<file path="src/hdl/richardson_iterative_solver_core_macros.svh">
// Assertion macros shared by the solver RTL.
`ifndef RICHARDSON_ITERATIVE_SOLVER_CORE_MACROS_SVH
`define RICHARDSON_ITERATIVE_SOLVER_CORE_MACROS_SVH

`ifndef SYNTH
// The expression must never hold outside reset.
`define RSC_ASSERT_NEVER(name, clk, rst_n, expr, msg) \
  name: assert property (@(posedge clk) disable iff (!rst_n) !(expr)) else $error(msg);
// The antecedent implies the consequent in the same cycle.
`define RSC_ASSERT_IMPL(name, clk, rst_n, ante, cons, msg) \
  name: assert property (@(posedge clk) disable iff (!rst_n) (ante) |-> (cons)) else $error(msg);
// The antecedent implies the consequent in the next cycle.
`define RSC_ASSERT_NEXT(name, clk, rst_n, ante, cons, msg) \
  name: assert property (@(posedge clk) disable iff (!rst_n) (ante) |=> (cons)) else $error(msg);
`else
`define RSC_ASSERT_NEVER(name, clk, rst_n, expr, msg)
`define RSC_ASSERT_IMPL(name, clk, rst_n, ante, cons, msg)
`define RSC_ASSERT_NEXT(name, clk, rst_n, ante, cons, msg)
`endif

`endif

</file>
<file path="src/hdl/rsc_pkg.sv">
package rsc_pkg;

  // Vector length and index widths.
  localparam int DIM    = 64;
  localparam int IDX_W  = 6;
  localparam int ADDR_W = 2 * IDX_W;

  // Q16.32 data path.
  localparam int DATA_W = 48;
  localparam int HALF_W = DATA_W / 2;
  localparam int ACC_W  = 56;
  localparam int TOL_W  = 47;
  localparam int ITER_W = 32;

  localparam logic signed [DATA_W-1:0] MAX_DATA = {1'b0, {(DATA_W-1){1'b1}}};
  localparam logic signed [DATA_W-1:0] MIN_DATA = {1'b1, {(DATA_W-1){1'b0}}};
  localparam logic [TOL_W-1:0]         MAX_CHG  = {TOL_W{1'b1}};

  // Input item kinds.
  localparam logic [1:0] KIND_MATRIX = 2'd0;
  localparam logic [1:0] KIND_RHS    = 2'd1;
  localparam logic [1:0] KIND_START  = 2'd2;

  // Configuration register indexes.
  localparam int CFG_IDX_W = 2;
  localparam logic [CFG_IDX_W-1:0] REG_STEP  = 2'd0;
  localparam logic [CFG_IDX_W-1:0] REG_TOL   = 2'd1;
  localparam logic [CFG_IDX_W-1:0] REG_LIMIT = 2'd2;

  // Reset values of the configuration registers.
  localparam logic signed [DATA_W-1:0] STEP_RESET  = 48'sd21475;
  localparam logic [TOL_W-1:0]         TOL_RESET   = 47'd429;
  localparam logic [ITER_W-1:0]        LIMIT_RESET = 32'd100000000;

  // Controls that every cell of the vector chain receives.
  typedef struct packed {
    logic clear;
    logic copy;
    logic rotate;
    logic push;
  } cell_ctl_t;

endpackage

</file>
<file path="src/hdl/rsc_cell.sv">
module rsc_cell (
  input  logic                             clk,
  input  rsc_pkg::cell_ctl_t               ctl,
  input  logic signed [rsc_pkg::DATA_W-1:0] cur_in,
  input  logic signed [rsc_pkg::DATA_W-1:0] nxt_in,
  output logic signed [rsc_pkg::DATA_W-1:0] cur_out,
  output logic signed [rsc_pkg::DATA_W-1:0] nxt_out
);
  import rsc_pkg::*;

  logic signed [DATA_W-1:0] cur_r;
  logic signed [DATA_W-1:0] nxt_r;

  // Current element: cleared at start, loaded from the new sweep, or passed along the ring.
  always_ff @(posedge clk) begin
    if (ctl.clear) begin
      cur_r <= '0;
    end else if (ctl.copy) begin
      cur_r <= nxt_r;
    end else if (ctl.rotate) begin
      cur_r <= cur_in;
    end
    if (ctl.push) begin
      nxt_r <= nxt_in;
    end
  end

  assign cur_out = cur_r;
  assign nxt_out = nxt_r;

endmodule

</file>
<file path="config.mk">
export PLATFORM = sky130hd
export DESIGN_NAME = rsc_cell
export DESIGN_NICKNAME = d
export VERILOG_FILES = /design/src/hdl/richardson_iterative_solver_core_macros.svh /design/src/hdl/rsc_pkg.sv /design/src/hdl/rsc_cell.sv
export SDC_FILE = /design/constraint.sdc
export NUM_CORES = 1
export LEC_CHECK = 0
export ABC_AREA = 1
export BUFFER_PORTS_ARGS = -buffer_cell sky130_fd_sc_hd__buf_2
export CORE_UTILIZATION = 48
export DETAILED_ROUTE_END_ITERATION = 10
export HOLD_SLACK_MARGIN = 0.12
export PLACE_DENSITY = 0.93
export SLEW_MARGIN = 30
export SYNTH_ARGS = -nofsm -noshare
export SYNTH_HDL_FRONTEND = slang
export SYNTH_SLANG_ARGS = --single-unit
export TNS_END_PERCENT = 30
</file>
<file path="constraint.sdc">
create_clock -name clk -period 1.42 [get_ports clk]
set_input_delay 0.071 -clock clk [delete_from_list [all_inputs] [get_ports clk]]
set_output_delay 0.071 -clock clk [all_outputs]
set_load 0.01 [all_outputs]
</file>
-- Word level (Yosys, flattened, before mapping)
Cells that the tools add are included.
Widths: inputs -> output; s select.
- flip-flop bits (word level): 96
- latch bits: 0
- RAM bits: 0
- ROM bits: 0
- input port bits: 101
- output and inout port bits: 96
- logic and storage cells: 5
- memories: 0
- $add $sub $neg: 0
- multipliers: 0
- divide/modulo/power cells: 0
- magnitude comparators: 0
- eq/ne operators: 0
- shift-type cells: 0
- mux-type cells: 2
- bitwise logic cells: 0
- reductions and logical operators: 1
- operators by type and width (operator ; number):
    $mux 48 ; 2
    $reduce_bool 2->1 ; 1

-- Longest topological paths before layout
- depth in word-level cells: 2
- depth in mapped cells: 7
- gate-level depth less buffers: 5

-- Worst setup path after synthesis
No wires, ideal clock.
- path type: in2reg
- start point: in ctl[3] (netlist bit)
- end point: reg cur_r[25] (netlist: cur_out[25])
- library setup time: 0.056 ns
- arrival time: 0.708 ns
- required time: 1.364 ns
- setup slack: 0.656 ns
- cell stages on the path: 5
- path buffers: 2
- cell sequence: inv_1 clkbuf_1 buf_2 nand2_1 inv_1
- RTL lines (what ; line ; source):
    start: declaration ; rsc_cell.sv:3 ; input rsc_pkg::cell_ctl_t ctl,
    end signal: assignment ; rsc_cell.sv:19 ; cur_r <= nxt_r;
    end signal: assignment ; rsc_cell.sv:21 ; cur_r <= cur_in;
    end: declaration ; rsc_cell.sv:11 ; logic signed [DATA_W-1:0] cur_r;
No word-level cell between the ends.

-- Worst setup path after layout
- start point: reg nxt_r[21] (netlist: nxt_out[21])
- end point: out nxt_out[21] (netlist bit)
- RTL lines (what ; line ; source):
    start: declaration ; rsc_cell.sv:12 ; logic signed [DATA_W-1:0] nxt_r;
    start signal: assignment ; rsc_cell.sv:24 ; nxt_r <= nxt_in;
    end: declaration ; rsc_cell.sv:7 ; output logic signed [rsc_pkg::DATA_W-1:0] nxt_out
No word-level cell between the ends.

==> results by stage <==
Setup path:
- In this run the number of cells on the critical path is 1.
- In this run the worst path has a maximum fanout of 2.
- The launching element type of the critical path is a register.
- Among all stages on the critical path, the largest delay is contributed by sky130_fd_sc_hd__edfxtp_1.
- The worst path required time is between 1 and 1.5 ns.
- The signal on the critical path passes through buf_2.
- Measured in cells, the most critical reg-to-reg path has a length of 4.
- The critical path buffer and inverter count is 1.
- Broken down by cell family, the worst path's largest delay share belongs to flip-flops.
- The highest cell delay on the worst timing path is 0.43 ns.
- By startpoint and endpoint, the worst setup path is classified as reg2out.
- STA classifies the critical path endpoint as a primary output.
- Data arrives at the worst endpoint at 0.95 ns.

Floorplanning:
- In this run the core area contains 31 standard-cell rows.
- The count of boundary I/O pins is 197.
- The die area is 8150 sq um.
- The overall die height is around 90 um.
- The die width is 90.3 um.
- The initial utilization of the core area, before any placement, comes to 0.505.
- The area of the core region is 7410 sq um.

Power and ir drop:
- The worst-case vdd ir drop is 0.000830 V.
- The areal power density over the cells is between 1000 and 1500 nW/um^2.
- The total leakage power is 3.15 nW.
- The post-layout total power is 0.00624 W.

Timing:
- The number of max-slew violations in the final report is 0.
- The part of the cycle the worst path needs is 0.719.
- The clock period minus worst slack is 1.02 ns.
- Setup repair after global routing left no endpoint under its margin.
- The setup clock skew after layout is 0.0137 ns.
- The count of final setup violators is 0.
- The count of final hold-check violations was 0.
- Headroom to the max-slew limit came out at 0.734.
- Derived from the worst setup path, the maximum achievable clock frequency is approximately 0.98 GHz.
- Summed over all failing endpoints, the final setup total negative slack is 0 ns.
- The actual transition at the worst max-transition pin is 0.399 ns.

Clocking:
- The later pin in the worst-skew pair is clocked with a latency of between 0.3 and 0.4 ns.
- In this run, post-CTS repair resized a total of 0 instances.
- TritonCTS built the clock tree.
- The number of levels in the clock H-tree is 3.
- Clock-pin slew was measured on the worst setup and hold paths at 0.09 ns.
- The total of hold buffers inserted after clock tree synthesis is 96.
- The number of clock buffers added by TritonCTS is 9.
- The total number of clock tree sinks is 96.
- The buffer cell driving the clock tree root is sky130_fd_sc_hd__clkbuf_8.
- The clock passes through at most 2 buffers.
- The number of buffers added for setup after CTS is 0.

Route:
- The total number of vias is 4152.
- In the routed design, unresolved DRC markers number 0.
- The number of vias per cell is 5.16.
- After detailed routing, the total wire length is between 10000 and 15000 um.
- Before antenna repair, the detailed router went through 5 iterations.
- After the first detailed-routing iteration, the DRC count stood at about 240.
- In this run the remaining antenna-violating nets after routing total 0.
- In the final routed layout, each cell accounts on average for 16.5 um.

Finish:
- In the final layout, the share of cells above drive strength 1 is 0.313.
- After routing the design area is 6010 sq um.
- The number of filler cells placed in the layout is 405.
- The number of nets at the end of the flow is 801.
- The relative area change from synthesis to final layout is 60.6%.
- The repair_antennas step left the layout with diodes totalling 0.

GRT:
- The first global-routing pass estimated between 20000 and 25000 um of wire.
- The initial antenna violation count came to 0.
- The pin count of the biggest net entering global routing is 49.
- The number of global-route vias before repair came to 4451.
- The total overflow left after global routing is 0.
- Across every metal layer, demand over resource in global routing totals 0.333.

Worst hold path:
- The number of instances on the worst hold path is 5.
- The path class of the tightest hold or removal check is in2reg.

Synth:
- The post-synthesis instance area is 3740 sq um.
- The largest area contributor in the synthesized netlist is sky130_fd_sc_hd__edfxtp_1.
- In this run, synthesis inferred 48 flip-flops with an integrated enable.
- Synthesis produced 412 cells.
- Of the post-synthesis cell area, the dominant cell type holds 0.386.
- The number of nets handed over by synthesis was 513.
- The primary flip-flop cell chosen by synthesis mapping is sky130_fd_sc_hd__edfxtp_1.
- The commonest cells after synthesis are 144 x sky130_fd_sc_hd__nand2_1, 96 x sky130_fd_sc_hd__nand3_1, 49 x sky130_fd_sc_hd__inv_1.
- In this run, synthesis produced a sequential element count of 96.
- The sequential area share after synthesis is 0.643.
- In the post-synthesis netlist, the biggest area contributors are sky130_fd_sc_hd__edfxtp_1 39%, sky130_fd_sc_hd__dfxtp_1 26%, sky130_fd_sc_hd__nand2_1 14%.
- The synthesis warning total is 0.
- The number of distinct library cells after synthesis is 11.
- Of all flip-flops after synthesis, the portion carrying an async set or reset was 0.
- The mean instance size in the synthesized netlist is 9.07 sq um.
- Among all cell types in the netlist, the one instantiated most often is sky130_fd_sc_hd__nand2_1.

Placement:
- Detailed placement finished with a half-perimeter wire length of 6910 um.
- Buffers placed on the I/O ports in this run total 196.
- The post-place instance area is 4840 sq um.
- The congestion estimate from routability-driven global placement came to 0.795.

Status:
- The run finished with clean final reports.

Run:
- Max-cap violations in this run came to 0.
report_power, final:
| part | internal, W | total (W) | switching [W] |
|---|---|---|---|
| sequential | 0.00313 | 0.00325 | 0.000118 |
| clock | 0.000990 | 0.00188 | 0.000887 |
| combinational | 0.000544 | 0.00112 | 0.000577 |
| total | 0.00466 | 0.00624 | 0.00158 |
metrics by stage:
stage,setup slack (ns),hold slack (ns),utilization,std cells
finish,0.399,0.206,0.811,804
global route,0.353,0.199,0.811,804
CTS,0.407,0.162,0.811,804
detailed placement,0.382,0.249,0.653,692
global placement,0.447,0.248,0.653,692
floorplan,0.656,0.170,-,412
layout make-up:
| cell class | count | area (sq um) | share of cell area |
|---|---|---|---|
| clock buffers | 12 | 135 | 0.0225 |
| multi-input cells | 241 | 1030 | 0.172 |
| repair buffers | 302 | 2050 | 0.342 |
| inverters | 50 | 188 | 0.0313 |
| clock inverters | 4 | 70.1 | 0.0117 |
| well taps | 99 | 124 | 0.0206 |
| flip-flops and latches | 96 | 2400 | 0.400 |
logic make-up (layout without fill, tap and decap cells):
logic type | Yosys count | after routing | share of synthesized area
DFF | 96 | 96 | 0.643
buffers and inverters | 75 | 368 | 0.0833
and+or+nand+nor | 241 | 241 | 0.274
metal layers:
metal  part of all wire  track usage  up-vias
met4              0.054        0.220        0
met2               0.51        0.594      304
li1                   -            -     1890
met3              0.089       0.0758       67
met1               0.35        0.351     1891
met5                  0            0        -
cells in the final DEF, fill, tap and decap left out, drive strengths merged:
| cell | netlist | routed |
|---|---|---|
| buf | 17 | 206 |
| nand2 | 144 | 144 |
| nand3 | 96 | 96 |
| dlygate4sd3 | 0 | 96 |
| inv | 50 | 50 |
| dfxtp | 48 | 48 |
| edfxtp | 48 | 48 |
| clkbuf | 8 | 12 |
| bufinv | 0 | 2 |
| clkinv | 0 | 2 |
| nor2 | 1 | 1 |
path summary, 6_finish.rpt:
kind                              endpoint                    start  slack [ns]
hold reg to reg    cur_out[1]$_SDFFE_PP0P_  cur_out[1]$_SDFFE_PP0P_        0.54
setup / recovery               nxt_out[21]    nxt_out[21]$_DFFE_PP_        0.40
hold / removal    cur_out[22]$_SDFFE_PP0P_                   ctl[3]        0.21
setup reg to reg  cur_out[16]$_SDFFE_PP0P_    nxt_out[16]$_DFFE_PP_        0.53
registers in the layout, indices dropped and copies added (netlist names):
signal and count:
cur_out 48, nxt_out 48
(Power assumes the default switching activity.)
